File: config.mk
export PLATFORM = sky130hd
export DESIGN_NAME = wmcb_out_fifo
export DESIGN_NICKNAME = d
export VERILOG_FILES = /design/src/rtl/core/wmcb_pkg.sv /design/src/rtl/core/wmcb_out_fifo.sv
export SDC_FILE = /design/constraint.sdc
export NUM_CORES = 1
export LEC_CHECK = 0
export ABC_AREA = 1
export BUFFER_PORTS_ARGS = -buffer_cell sky130_fd_sc_hd__clkbuf_2
export CAP_MARGIN = 15
export CORE_UTILIZATION = 60
export CTS_CLUSTER_SIZE = 30
export DETAILED_ROUTE_END_ITERATION = 7
export PLACE_DENSITY = 0.79
export SYNTH_ARGS = -nofsm -noshare
export SYNTH_HDL_FRONTEND = slang
export SYNTH_SLANG_ARGS = --single-unit
File: constraint.sdc
create_clock -name clk -period 5.3 [get_ports clk]
set_input_delay 1.59 -clock clk [delete_from_list [all_inputs] [get_ports clk]]
set_output_delay 1.59 -clock clk [all_outputs]
set_load 0.05 [all_outputs]
File: src/rtl/core/wmcb_pkg.sv
// ----------------------------------------------------------------------------
// wmcb_pkg
// Shared types, constants and helper functions of the 3x3 max-channel
// color boost filter.
// ----------------------------------------------------------------------------
package wmcb_pkg;

  // frame geometry limits
  localparam int MAX_WIDTH      = 2048;
  localparam int MAX_HEIGHT     = 4096;
  localparam int MIN_DIM        = 3;
  localparam int COL_W          = $clog2(MAX_WIDTH);
  localparam int ROW_W          = $clog2(MAX_HEIGHT);
  localparam int WIDTH_REG_W    = COL_W + 1;
  localparam int HEIGHT_REG_W   = ROW_W + 1;

  // gain format, unsigned Q2.GAIN_FRAC_BITS (boost unsigned Q1.GAIN_FRAC_BITS)
  localparam int GAIN_FRAC_BITS = 8;
  localparam int BOOST_W        = GAIN_FRAC_BITS + 1;
  localparam int GAIN_W         = GAIN_FRAC_BITS + 2;
  localparam int PROD_W         = GAIN_W + 8;

  // configuration port
  localparam int CFG_IDX_W      = 2;
  localparam int CFG_DATA_W     = HEIGHT_REG_W;

  // result queue
  localparam int FIFO_DEPTH     = 8;
  localparam int FIFO_PTR_W     = $clog2(FIFO_DEPTH);
  localparam int FIFO_CNT_W     = FIFO_PTR_W + 1;

  // register indexes
  typedef enum logic [CFG_IDX_W-1:0] {
    REG_WIDTH  = 2'd0,
    REG_HEIGHT = 2'd1,
    REG_BOOST  = 2'd2
  } reg_idx_t;

  // dominant channel, one-hot
  typedef enum logic [2:0] {
    DOM_RED   = 3'b001,
    DOM_GREEN = 3'b010,
    DOM_BLUE  = 3'b100
  } dom_t;

  typedef struct packed {
    logic [7:0] opacity;
    logic [7:0] red;
    logic [7:0] green;
    logic [7:0] blue;
  } pixel_t;

  // position of the centre pixel that an item completes
  typedef struct packed {
    logic             emit;
    logic             frame_end;
    logic [ROW_W-1:0] row;
    logic [COL_W-1:0] column;
  } pos_t;

  typedef struct packed {
    logic [GAIN_W-1:0] high;
    logic [GAIN_W-1:0] low;
  } gains_t;

  typedef struct packed {
    pixel_t           px;
    logic [ROW_W-1:0] row;
    logic [COL_W-1:0] column;
    logic             frame_end;
  } result_t;

  function automatic logic [7:0] max8(input logic [7:0] a, input logic [7:0] b);
    return (a > b) ? a : b;
  endfunction

  // multiply, drop the fraction, saturate at 255
  function automatic logic [7:0] scale8(input logic [7:0] v, input logic [GAIN_W-1:0] g);
    logic [PROD_W-1:0] prod;
    logic [GAIN_W-1:0] whole;
    prod  = PROD_W'(v) * PROD_W'(g);
    whole = prod[PROD_W-1:GAIN_FRAC_BITS];
    return (whole > GAIN_W'(255)) ? 8'hFF : whole[7:0];
  endfunction

endpackage

File: src/rtl/core/wmcb_out_fifo.sv
// ----------------------------------------------------------------------------
// wmcb_out_fifo
// Result queue that decouples the pipeline from output backpressure.
// ----------------------------------------------------------------------------
module wmcb_out_fifo (
  input  logic                              clk,
  input  logic                              rst_n,
  input  logic                              wr_en,
  input  wmcb_pkg::result_t                 wr_data,
  output logic                              out_valid,
  input  logic                              out_ready,
  output wmcb_pkg::result_t                 rd_data,
  output logic [wmcb_pkg::FIFO_CNT_W-1:0]   count
);
  import wmcb_pkg::*;

  result_t               fifo_r [FIFO_DEPTH];
  logic [FIFO_PTR_W-1:0] wr_ptr_r, rd_ptr_r;
  logic [FIFO_CNT_W-1:0] count_r;
  logic                  pop;

  assign pop       = out_valid && out_ready;
  assign out_valid = (count_r != '0);
  assign rd_data   = fifo_r[rd_ptr_r];
  assign count     = count_r;

  // storage
  always_ff @(posedge clk) begin
    if (wr_en) begin
      fifo_r[wr_ptr_r] <= wr_data;
    end
  end

  // pointers and fill count
  always_ff @(posedge clk) begin
    if (!rst_n) begin
      wr_ptr_r <= '0;
      rd_ptr_r <= '0;
      count_r  <= '0;
    end else begin
      if (wr_en) begin
        wr_ptr_r <= wr_ptr_r + FIFO_PTR_W'(1);
      end
      if (pop) begin
        rd_ptr_r <= rd_ptr_r + FIFO_PTR_W'(1);
      end
      if (wr_en && !pop) begin
        count_r <= count_r + FIFO_CNT_W'(1);
      end else if (!wr_en && pop) begin
        count_r <= count_r - FIFO_CNT_W'(1);
      end
    end
  end

  // the input credit check must keep the queue from overflowing
  a_no_overflow: assert property (@(posedge clk) disable iff (!rst_n)
    wr_en |-> (count_r != FIFO_CNT_W'(FIFO_DEPTH) || pop))
    else $error("result queue overflow");

  a_count_up: assert property (@(posedge clk) disable iff (!rst_n)
    (wr_en && !pop) |=> (count_r == $past(count_r) + FIFO_CNT_W'(1)))
    else $error("fill count did not follow a write");

  a_count_down: assert property (@(posedge clk) disable iff (!rst_n)
    (!wr_en && pop) |=> (count_r == $past(count_r) - FIFO_CNT_W'(1)))
    else $error("fill count did not follow a read");

endmodule

==> qor.txt, run 1 <==
SYNTHESIS
----------------------------------------------------------------------------------
Post-synthesis cell type with the largest combined area               sky130_fd_sc_hd__edfxtp_1
Number of nets produced by synthesis                                          1643
Post-synth cell types                                                           21
Number of warnings reported in the yosys synthesis log                           0
Post-Synthesis Cells                                                          1577
Share of the yosys chip area belonging to registers                          74.3%
Post-synthesis instance area                                            18500 um^2
Post-synthesis register bit count                                              461
Number of flops mapped to enable cells by yosys                                448
Average cell area after synthesis                                        11.7 um^2
Ys async rst share                                                              0%
Most common flop cell mapped by yosys                                 sky130_fd_sc_hd__edfxtp_1
Most frequently used cell type in the post-synthesis netlist          sky130_fd_sc_hd__nor2_1
Most area-consuming cells after synthesis                             sky130_fd_sc_hd__edfxtp_1 (73%), sky130_fd_sc_hd__nor2_1 (9.4%), sky130_fd_sc_hd__nand2_1 (6.1%), sky130_fd_sc_hd__o21ai_1 (4.8%), sky130_fd_sc_hd__dfxtp_1 (1.4%)
Portion of synthesized cell area occupied by the leading cell type           72.9%
Most frequent cells after synthesis                                   sky130_fd_sc_hd__nor2_1 (464), sky130_fd_sc_hd__edfxtp_1 (448), sky130_fd_sc_hd__nand2_1 (299)

GLOBAL ROUTING
----------------------------------------------------------------------------------
Initial antenna violation count                                                  2
Number of global-route vias before repair                                    11200
Gr usage total                                                               24.9%
First-pass GRT wire length                                                59300 um
Maximum number of pins on one net before global-route repair                   225
Overall overflow remaining after global route                                    0

ROUTE
----------------------------------------------------------------------------------
Number of vias per cell                                                       5.54
Total detailed-routing wirelength                                         38400 um
Detailed-routing iteration count for the pre-antenna-repair pass                 6
Total number of vias                                                         11700
Number of nets with antenna violations after detailed routing                    0
Average wire length per cell after detail routing                          18.3 um
Drt drc                                                                          0
Violation count after the first detailed-route iteration                      1030

FLOORPLAN
----------------------------------------------------------------------------------
Number of core rows                                                             63
Area of the placeable core                                              30000 um^2
Die Ht                                                                      177 um
Width of the chip                                                           177 um
Number of top-level pins                                                       121
Effective utilization at floorplan                                           61.6%
Full die area                                                           31500 um^2

POWER AND IR DROP
----------------------------------------------------------------------------------
Total leakage power                                                     0.00769 uW
Power density over the cells                                           473 nW/um^2
Worst ir drop on vdd                                                        676 uV

CRITICAL PATH
----------------------------------------------------------------------------------
Arrival @ worst endpoint                                                   2.92 ns
Worst path most repeated cell                                         sky130_fd_sc_hd__nand2_1
Data required time at the worst endpoint                                   3.71 ns
Chain of cells forming the critical path                              clkinv_2, buf_12, nor2_1, o21ai_1, nand2_1, nand2_1, nand2_1, clkbuf_2
Critical path startpoint category                                        flip-flop
Delay contributed by the slowest stage of the critical path                0.61 ns
Worst path slowest cell                                               sky130_fd_sc_hd__dfxtp_4
Cells on worst reg2reg path                                                     11
Critical path type                                                      reg -> out
Critical Path Fanout Max                                                        58
CP Capture Type                                                         output pin

TIMING
----------------------------------------------------------------------------------
Worst setup margin                                                        0.790 ns
Max-slew violation total from the final report                                   0
Max Clk Rate                                                               222 MHz
Total negative slack for setup checks                                         0 ns
Worst max-slew margin expressed relative to the limit                        18.6%
Final hold violation count                                                       0
Count of endpoints failing setup in the final report                             0
Period utilisation layout                                                    85.1%
Fin Clk Skew                                                            0.00950 ns
Setup repair after global routing missed its margin                             no
Slew of the pin with the lowest slew margin                                1.22 ns
Min cycle time layout                                                      4.51 ns

CLOCK TREE
----------------------------------------------------------------------------------
Largest buffer count on any clock path                                           3
Number of CTS-inserted buffers                                                  45
CTS Hold Buffers Added                                                           0
Count of H-tree levels built during CTS                                          2
Worst-path clk slew                                                        0.06 ns
Clock root buffer                                                     sky130_fd_sc_hd__clkbuf_16
Number of resized instances in the post-cts repair step                          0
Clock sinks                                                                    461
Clock insertion delay at the later pin of the skew report                  0.53 ns
Post-CTS Setup Inserts                                                           0
TritonCTS clock tree                                                           yes

PLACE
----------------------------------------------------------------------------------
Detailed-placement wirelength estimate                                    19700 um
IO Port Bufs                                                                   120
Worst slack after detailed placement                                       1.37 ns
Global placement routability congestion                                      0.763

FINAL LAYOUT
----------------------------------------------------------------------------------
Share of final-layout standard cells stronger than drive strength 1          12.4%
Final #Nets                                                                   1744
Relative area change from synthesis to final layout                          12.2%
Number of fill cells                                                          2080

RUN
----------------------------------------------------------------------------------
Max cap viols                                                                    0

RUN STATUS
----------------------------------------------------------------------------------
Outcome                                                               finished clean

WORST HOLD PATH
----------------------------------------------------------------------------------
Min-Delay Path Class                                                    reg -> reg
Worst Hold Depth                                                                 2

-- per-layer routing --
| layer | vias up | track usage (%) | wire [um] |
|---|---|---|---|
| met5 | - | 0 | 14 |
| met4 | 2 | 8.08 | 868 |
| met3 | 61 | 3.92 | 2520 |
| met2 | 401 | 41.3 | 18700 |
| met1 | 5591 | 34.1 | 16300 |
| li1 | 5596 | - | - |
-- stage by stage --
| step | instance area, um^2 | power (uW) | hold slack (ns) | utilization, % | cells |
|---|---|---|---|---|---|
| 2_1_floorplan | 18500 | 6320 | 0.457 | - | 1577 |
| 3_3_place_gp | 19300 | 6840 | 0.477 | 64.5 | 2021 |
| 3_5_place_dp | 19300 | 6890 | 0.485 | 64.5 | 2021 |
| 4_1_cts | 20700 | 9830 | 0.493 | 69.1 | 2102 |
| 5_1_grt | 20700 | 10200 | 0.523 | 69.1 | 2102 |
| 6_report | 20700 | 9790 | 0.489 | 69.1 | 2103 |
-- report_power, final --
part           switching [uW]  internal, uW
logic                    2010           643
clock network            1260          1710
registers                61.1          4110
-- area by class of cell --
cell class              count  area [um^2]  share of cell area, %
inverters                  14         58.8                  0.284
repair buffers            140          813                   3.93
diodes                      1         2.50                 0.0121
multi-input cells        1016         4250                   20.5
well taps                 390          488                   2.36
clock inverters            26          165                  0.798
flip-flops and latches    461        13700                   66.3
clock buffers              55         1210                   5.82
-- worst paths after layout --
kind                    start          end  slack [ns]
hold / removal    rd_ptr_r[2]    flip-flop        0.49
hold reg to reg   rd_ptr_r[2]    flip-flop        0.49
setup reg to reg     count[0]     count[3]        3.20
setup / recovery    flip-flop  rd_data[34]        0.79
-- critical path, delay by kind of cell (launching register included) --
family                 cells  cell delay, ns
DFF                        1            0.61
buffers and inverters      3            1.16
and+or+nand+nor            4            0.47
AOI/OAI and AO/OA          1            0.10
-- sequential cells by signal, summed over array words and instances (netlist names), named ones only --
register  cells
count         4
rd_ptr_r      3
fifo_r      448
wr_ptr_r      3
-- cells by family after synthesis --
family	after synthesis	share of synthesized area, %
simple gates	771	15.8
flops	461	74.3
compound gates	237	6.43
buf+inv	100	2.97
fa+ha+maj	6	0.447
xor+xnor	2	0.0949
-- cells in the final DEF (no fill, tap or decap), drive strengths merged --
master	synthesis	final
a21oi	8	8
buf	63	20
bufinv	0	2
clkbuf	23	175
clkinv	0	23
clkinvlp	0	1
dfxtp	13	13
diode	0	1
edfxtp	448	448
fa	1	1
ha	5	5
inv	14	14
nand2	299	299
nand3	6	6
nor2	464	464
o21ai	229	229
or2	2	2
xor2	2	2
(Power assumes the default switching activity.)
==> run 2: changes to the inputs <==
CORE_MARGIN = 2   (was default)
==> run 2 against run 1 <==
Net effect: core utilization fell by 1.0 points; first-iteration DRC count rose by 11%; setup slack improved by 0.13 ns; global-route usage fell by 1.1 points; flip-flop and latch count did not move; clock-buffer cell count did not move; total power barely moved; die area rose by 2.3%; maximum frequency rose by 3.0%; register-to-register slack got worse by 0.09 ns; sequential power barely moved; clock power barely moved; critical path type unchanged.
==> qor.txt, run 2 (synthesis results as in run 1) <==
CLOCK TREE
----------------------------------------------------------------------------------
Worst-path clk slew                                                        0.06 ns   about the same
TritonCTS clock tree                                                           yes   unchanged
Clock root buffer                                                     sky130_fd_sc_hd__clkbuf_16   unchanged
Post-CTS Setup Inserts                                                           0   unchanged
CTS Hold Buffers Added                                                           0   unchanged
Clock insertion delay at the later pin of the skew report                  0.54 ns   was 0.53 ns
Clock sinks                                                                    461   unchanged
Count of H-tree levels built during CTS                                          2   unchanged
Number of resized instances in the post-cts repair step                          0   unchanged
Largest buffer count on any clock path                                           3   unchanged
Number of CTS-inserted buffers                                                  45   unchanged

TIMING
----------------------------------------------------------------------------------
Period utilisation layout                                                    82.6%   was 85.1%
Total negative slack for setup checks                                         0 ns   unchanged
Fin Clk Skew                                                             0.0201 ns   was 0.00950 ns
Post-Route Hold Slack                                                     0.490 ns   was 0.489 ns
Max-slew violation total from the final report                                   0   unchanged
Worst max-slew margin expressed relative to the limit                        19.3%   was 18.6%
Final hold violation count                                                       0   unchanged
Slew of the pin with the lowest slew margin                                1.21 ns   was 1.22 ns
Setup repair after global routing missed its margin                             no   unchanged
Max Clk Rate                                                               228 MHz   was 222 MHz
Min cycle time layout                                                      4.38 ns   was 4.51 ns
Worst setup margin                                                        0.920 ns   was 0.790 ns
Count of endpoints failing setup in the final report                             0   unchanged

ROUTE
----------------------------------------------------------------------------------
Violation count after the first detailed-route iteration                      1140   was 1030
Total detailed-routing wirelength                                         38200 um   was 38400 um
Total number of vias                                                         11700   about the same
Number of vias per cell                                                       5.53   was 5.54
Drt drc                                                                          0   unchanged
Detailed-routing iteration count for the pre-antenna-repair pass                 7   was 6
Average wire length per cell after detail routing                          18.1 um   was 18.3 um
Number of nets with antenna violations after detailed routing                    0   unchanged

CRITICAL PATH
----------------------------------------------------------------------------------
Arrival @ worst endpoint                                                   2.79 ns   was 2.92 ns
Critical path type                                                      reg -> out   unchanged
Data required time at the worst endpoint                                   3.71 ns   about the same
CP Capture Type                                                         output pin   unchanged
Cells on worst reg2reg path                                                      3   was 11
Critical Path Fanout Max                                                       224   was 58
Critical path startpoint category                                        flip-flop   unchanged
Beginning of the worst register-to-register path                       wr_ptr_r[0]   was count[0]

GLOBAL ROUTING
----------------------------------------------------------------------------------
Initial antenna violation count                                                  1   was 2
Number of global-route vias before repair                                    11400   was 11200
First-pass GRT wire length                                                58500 um   was 59300 um
Overall overflow remaining after global route                                    0   unchanged
Gr usage total                                                               23.9%   was 24.9%
Maximum number of pins on one net before global-route repair                   225   unchanged

POWER AND IR DROP
----------------------------------------------------------------------------------
Total leakage power                                                     0.00769 uW   about the same
Power density over the cells                                           472 nW/um^2   was 473 nW/um^2
Worst ir drop on vdd                                                        350 uV   was 676 uV

FINAL LAYOUT
----------------------------------------------------------------------------------
Flip-flop count of the largest register after layout                           448   unchanged
Final #Nets                                                                   1744   unchanged
Final cell utilization of the core                                           68.1%   was 69.1%
Relative area change from synthesis to final layout                          12.3%   was 12.2%
Most frequent cells in the layout                                     sky130_fd_sc_hd__nor2_1 (456), sky130_fd_sc_hd__edfxtp_1 (448), sky130_fd_sc_hd__nand2_1 (299)   unchanged
Top reg by flops                                                            fifo_r   unchanged
Number of fill cells                                                          2098   was 2080
Share of final-layout standard cells stronger than drive strength 1          12.7%   was 12.4%
Commonest non-fill, non-tap cell in the layout                        sky130_fd_sc_hd__nor2_1   unchanged

FLOORPLAN
----------------------------------------------------------------------------------
Full die area                                                           32200 um^2   was 31500 um^2
Die Ht                                                                      179 um   was 177 um
Number of top-level pins                                                       121   unchanged
Area of the placeable core                                              30400 um^2   was 30000 um^2
Effective utilization at floorplan                                           60.6%   was 61.6%
Width of the chip                                                           179 um   was 177 um
Number of core rows                                                             64   was 63

WORST HOLD PATH
----------------------------------------------------------------------------------
Worst Hold Depth                                                                 2   unchanged
Startpoint of the worst hold path                                      rd_ptr_r[2]   unchanged
Min-Delay Path Class                                                    reg -> reg   unchanged

RUN
----------------------------------------------------------------------------------
Max cap viols                                                                    0   unchanged

PLACE
----------------------------------------------------------------------------------
Worst slack after detailed placement                                       1.59 ns   was 1.37 ns
Global placement routability congestion                                      0.759   was 0.763
IO Port Bufs                                                                   120   unchanged
Detailed-placement wirelength estimate                                    19200 um   was 19700 um

RUN STATUS
----------------------------------------------------------------------------------
Outcome                                                               finished clean   unchanged

==> run 2: changes by cell type in the layout (fill, tap and decap cells not counted), sizes merged <==
cell	change
clkinvlp	+1
==> run 2: worst max-delay path, stage by stage (launching register included) <==
cell	delay (ns)
sky130_fd_sc_hd__dfxtp_4	0.38
sky130_fd_sc_hd__buf_12	0.55
sky130_fd_sc_hd__nor2_1	0.15
sky130_fd_sc_hd__nor2_1	0.13
sky130_fd_sc_hd__o21ai_1	0.08
sky130_fd_sc_hd__nand2_1	0.10
sky130_fd_sc_hd__nand2_1	0.05
sky130_fd_sc_hd__nand2_1	0.15
sky130_fd_sc_hd__clkbuf_2	0.30
==> run 2: layout make-up <==
class                           instances  area (um^2)  share of cell area (%)
Sequential cell                       461        13700                    66.2
Multi-Input combinational cell       1016         4250                    20.5
Clock buffer                           55         1210                    5.82
Timing Repair Buffer                  140          813                    3.92
Tap cell                              396          495                    2.39
Clock inverter                         27          179                   0.863
Inverter                               14         58.8                   0.284
Antenna cell                            1         2.50                  0.0121
==> run 2: through the flow <==
step                instance area (um^2)  power [uW]  instances
finish                             20700        9790       2110
global route                       20700       10200       2109
floorplan                          18500        6320       1577
CTS                                20700        9830       2109
detailed placement                 19300        6890       2027
global placement                   19300        6820       2027
==> run 2: worst paths after layout <==
path	endpoint	slack, ns
max reg2reg	fifo_r[5][29]	3.11
min reg2reg	flip-flop	0.49
min	flip-flop	0.49
max	rd_data[53]	0.92
==> run 2: routing by layer <==
layer,vias to the layer above,track usage (%),wire [um]
met2,443,39.5,18200
met5,-,0,13
met3,73,4.35,2990
met4,2,8.80,1010
met1,5548,32.1,15900
li1,5604,-,-
==> run 2: power breakdown <==
part / switching [uW] / internal (uW) / leakage, uW
clock network: 1260 / 1710 / 0.000680
logic: 2010 / 638 / 0.00284
registers: 57.2 / 4110 / 0.00418
total: 3330 / 6460 / 0.00769
==> run 3: changes to the inputs <==
ABC_AREA = 0   (was 1)
CORE_UTILIZATION = 54   (was 60)
PLACE_DENSITY = 0.75   (was 0.79)
clock period = 3.6 ns   (was 5.3 ns; I/O delays follow)
==> run 3 against run 2 <==
Net effect: clock skew shrank 0.0041 ns; critical path depth shrank 4; synthesized area shrank 5.6%; global-route usage shrank 4.3 points; flip-flop and latch count is the same; sequential power grew 48%; hold slack gained 0.0046 ns; register-to-register slack lost 2.0 ns; combinational power grew 36%; largest cell class unchanged.
==> qor.txt, run 3 <==
CLOCK TREE
----------------------------------------------------------------------------------
Worst-path clk slew                                                        0.06 ns   about the same
Number of CTS-inserted buffers                                                  44   was 45
TritonCTS clock tree                                                           yes   unchanged
Clock insertion delay at the later pin of the skew report                  0.53 ns   was 0.54 ns
Post-CTS Setup Inserts                                                           0   unchanged
Clock root buffer                                                     sky130_fd_sc_hd__clkbuf_16   unchanged
Largest buffer count on any clock path                                           3   unchanged
Count of H-tree levels built during CTS                                          2   unchanged
CTS Hold Buffers Added                                                           0   unchanged
Clock sinks                                                                    461   unchanged
Number of resized instances in the post-cts repair step                          0   unchanged

SYNTHESIS
----------------------------------------------------------------------------------
Portion of synthesized cell area occupied by the leading cell type           77.2%   was 72.9%
Most frequently used cell type in the post-synthesis netlist          sky130_fd_sc_hd__edfxtp_1   was sky130_fd_sc_hd__nor2_1
Number of warnings reported in the yosys synthesis log                           0   unchanged
Post-synthesis mux area share                                                18.3%   was 0%
Synth Area in Compound Gates                                                0.179%   was 6.43%
Most area-consuming cells after synthesis                             sky130_fd_sc_hd__edfxtp_1 (77%), sky130_fd_sc_hd__mux4_2 (14%), sky130_fd_sc_hd__mux2_2 (3.6%), sky130_fd_sc_hd__dfxtp_1 (1.5%), sky130_fd_sc_hd__buf_6 (0.58%)   was sky130_fd_sc_hd__edfxtp_1 (73%), sky130_fd_sc_hd__nor2_1 (9.4%), sky130_fd_sc_hd__nand2_1 (6.1%), sky130_fd_sc_hd__o21ai_1 (4.8%), sky130_fd_sc_hd__dfxtp_1 (1.4%)
Post-synthesis simple-gate area fraction                                    0.955%   was 15.8%
Most common flop cell mapped by yosys                                 sky130_fd_sc_hd__edfxtp_1   unchanged
Number of nets produced by synthesis                                           782   was 1643
Post-Synthesis Cells                                                           716   was 1577
Post-synthesis register bit count                                              461   unchanged
Number of flops mapped to enable cells by yosys                                448   unchanged
Post-synthesis cell type with the largest combined area               sky130_fd_sc_hd__edfxtp_1   unchanged
Average cell area after synthesis                                        24.3 um^2   was 11.7 um^2
Post-synthesis instance area                                            17400 um^2   was 18500 um^2
Share of the yosys chip area belonging to registers                          78.7%   was 74.3%
Adder-cell area share of the yosys netlist                                  0.474%   was 0.447%
Ys async rst share                                                              0%   unchanged
Synth Area in XOR/XNOR                                                      0.302%   was 0.0949%
Main combinational cell family by area after synthesis                multiplexers   was simple AND/OR/NAND/NOR gates
Most frequent cells after synthesis                                   sky130_fd_sc_hd__edfxtp_1 (448), sky130_fd_sc_hd__mux4_2 (112), sky130_fd_sc_hd__mux2_2 (56)   was sky130_fd_sc_hd__nor2_1 (464), sky130_fd_sc_hd__edfxtp_1 (448), sky130_fd_sc_hd__nand2_1 (299)
Post-synth cell types                                                           27   was 21

PLACE
----------------------------------------------------------------------------------
Worst slack after detailed placement                                      0.645 ns   was 1.59 ns
IO Port Bufs                                                                   120   unchanged
Global placement routability congestion                                      0.711   was 0.759
Cell area after placement                                               18800 um^2   was 19300 um^2
Detailed-placement wirelength estimate                                    17100 um   was 19200 um
Placed Cells incl. Taps                                                       1227   was 2027

GLOBAL ROUTING
----------------------------------------------------------------------------------
Most congested layer reported by global routing                               met2   unchanged
Gr usage total                                                               19.5%   was 23.9%
M2 GR Usage                                                                  31.4%   was 39.5%
Initial antenna violation count                                                  3   was 1
Maximum number of pins on one net before global-route repair                    61   was 225
Overall overflow remaining after global route                                    0   unchanged
First-pass GRT wire length                                                48800 um   was 58500 um
M1 GR Usage                                                                  28.0%   was 32.1%
Met3 demand-to-capacity share in global routing                              4.30%   was 4.35%
Number of global-route vias before repair                                     8055   was 11400

TIMING
----------------------------------------------------------------------------------
Worst max-slew margin expressed relative to the limit                        56.2%   was 19.3%
Fin Clk Skew                                                             0.0160 ns   was 0.0201 ns
Worst setup margin                                                        0.134 ns   was 0.920 ns
Final hold violation count                                                       0   unchanged
Count of endpoints failing setup in the final report                             0   unchanged
Min cycle time layout                                                      3.47 ns
Setup repair after global routing missed its margin                             no   unchanged
Slew of the pin with the lowest slew margin                               0.655 ns   was 1.21 ns
Max-slew violation total from the final report                                   0   unchanged
Period utilisation layout                                                    96.3%
Max Clk Rate                                                               289 MHz

POWER AND IR DROP
----------------------------------------------------------------------------------
Total leakage power                                                     0.00655 uW   was 0.00769 uW
Worst ir drop on vdd                                                        697 uV   was 350 uV
Power density over the cells                                           717 nW/um^2   was 472 nW/um^2

FINAL LAYOUT
----------------------------------------------------------------------------------
Relative area change from synthesis to final layout                          16.5%   was 12.3%
Final standard cell count with taps included and fillers excluded             1310   was 2110
Final #Nets                                                                    937   was 1744
Layout Cell Area excl Fill                                              20300 um^2   was 20700 um^2
Final cell utilization of the core                                           64.2%   was 68.1%
Most frequent cells in the layout                                     sky130_fd_sc_hd__edfxtp_1 (448), sky130_fd_sc_hd__clkbuf_2 (120), sky130_fd_sc_hd__mux4_2 (112)   was sky130_fd_sc_hd__nor2_1 (456), sky130_fd_sc_hd__edfxtp_1 (448), sky130_fd_sc_hd__nand2_1 (299)
Top reg by flops                                                            fifo_r   unchanged
Commonest non-fill, non-tap cell in the layout                        sky130_fd_sc_hd__edfxtp_1   was sky130_fd_sc_hd__nor2_1
Area of combinational cells with multiple inputs                         3580 um^2   was 4250 um^2
Flip-flop count of the largest register after layout                           448   unchanged
FF/Latch Area                                                           13700 um^2   about the same
Share of final-layout standard cells stronger than drive strength 1          43.2%   was 12.7%
Number of fill cells                                                          2040   was 2098

ROUTE
----------------------------------------------------------------------------------
Number of nets with antenna violations after detailed routing                    0   unchanged
Total detailed-routing wirelength                                         32000 um   was 38200 um
Average wire length per cell after detail routing                          24.4 um   was 18.1 um
Total number of vias                                                          7727   was 11700
Detailed-routing iteration count for the pre-antenna-repair pass                 5   was 7
Number of vias per cell                                                       5.90   was 5.53
Violation count after the first detailed-route iteration                       694   was 1140
Drt drc                                                                          0   unchanged

CRITICAL PATH
----------------------------------------------------------------------------------
Data required time at the worst endpoint                                   2.52 ns   was 3.71 ns
Critical Path Fanout Max                                                        46   was 224
CP Capture Type                                                         output pin   unchanged
Critical path type                                                      reg -> out   unchanged
Arrival @ worst endpoint                                                   2.39 ns   was 2.79 ns
Critical path startpoint category                                        flip-flop   unchanged

RUN STATUS
----------------------------------------------------------------------------------
Outcome                                                               finished clean   unchanged

FLOORPLAN
----------------------------------------------------------------------------------
Number of top-level pins                                                       121   unchanged
Effective utilization at floorplan                                           55.1%   was 60.6%
Die Ht                                                                      184 um   was 179 um
Area of the placeable core                                              31600 um^2   was 30400 um^2
Full die area                                                           33700 um^2   was 32200 um^2
Width of the chip                                                           184 um   was 179 um
Number of core rows                                                             65   was 64

RUN
----------------------------------------------------------------------------------
Max cap viols                                                                    0   unchanged

WORST HOLD PATH
----------------------------------------------------------------------------------
Min-Delay Path Class                                                    reg -> reg   unchanged

-- run 3: changes by cell type after synthesis, moves of 5 or more --
| cell | delta |
|---|---|
| sky130_fd_sc_hd__a21oi_1 | -7 |
| sky130_fd_sc_hd__and2_1 | +7 |
| sky130_fd_sc_hd__buf_1 | +6 |
| sky130_fd_sc_hd__buf_2 | -34 |
| sky130_fd_sc_hd__buf_4 | -14 |
| sky130_fd_sc_hd__clkbuf_1 | -9 |
| sky130_fd_sc_hd__inv_1 | -11 |
| sky130_fd_sc_hd__mux2_2 | +56 |
| sky130_fd_sc_hd__mux4_2 | +112 |
| sky130_fd_sc_hd__nand2_1 | -292 |
| sky130_fd_sc_hd__nor2_1 | -457 |
| sky130_fd_sc_hd__o21ai_0 | -51 |
| sky130_fd_sc_hd__o21ai_1 | -177 |
| sky130_fd_sc_hd__xnor2_1 | +5 |
-- run 3: per-layer routing --
layer / vias to the layer above / wire length, um
li1: 3355 / -
met1: 4097 / 13500
met2: 236 / 15900
met3: 37 / 2170
met4: 2 / 416
met5: - / 12
-- run 3: through the flow --
stage	setup TNS (ns)	hold WS, ns	total power [uW]
4_1_cts	0	0.495	14700
5_1_grt	0	0.557	15100
3_3_place_gp	0	0.467	9860
2_1_floorplan	-164.53	0.467	9170
3_5_place_dp	0	0.485	9900
6_report	0	0.495	14600
-- run 3: final timing paths --
check | start | endpoint | slack [ns] | cells after the start
max | flip-flop | rd_data[31] | 0.13 | 4
min | count[3] | count[3] | 0.49 | 2
max reg2reg | count[1] | count[3] | 1.13 | 9
min reg2reg | count[3] | count[3] | 0.49 | 2
-- run 3: kinds of logic (layout without fill, tap and decap cells) --
kind of cell             after synthesis  in the layout
AO/OA/AOI/OAI                          5              5
XOR/XNOR                               6              6
flip-flops                           461            461
multiplexers                         171            171
other                                  0              2
adder cells (fa/ha/maj)                6              6
buffers and inverters                 34            224
AND/OR/NAND/NOR                       33             33
-- run 3: layout make-up --
cell class	instances	area share (%)
sequential	461	67.6
tap	402	2.48
clock buffer	59	6.15
timing repair buffer	142	4.67
antenna	2	0.0246
multi-input combinational	221	17.6
inverter	1	0.0185
clock inverter	22	1.44
-- run 3: report_power, final --
group | switching, uW | internal [uW] | total, uW
clock | 1860 | 2950 | 4800
sequential | 86.9 | 6060 | 6150
combinational | 2180 | 1420 | 3600
total | 4120 | 10400 | 14600
-- run 3: worst max-delay path, cell delays in order (launching register included) --
cell	delay, ns
sky130_fd_sc_hd__dfxtp_4	0.40
sky130_fd_sc_hd__buf_16	0.33
sky130_fd_sc_hd__mux4_2	0.56
sky130_fd_sc_hd__mux2_2	0.30
sky130_fd_sc_hd__clkbuf_2	0.24
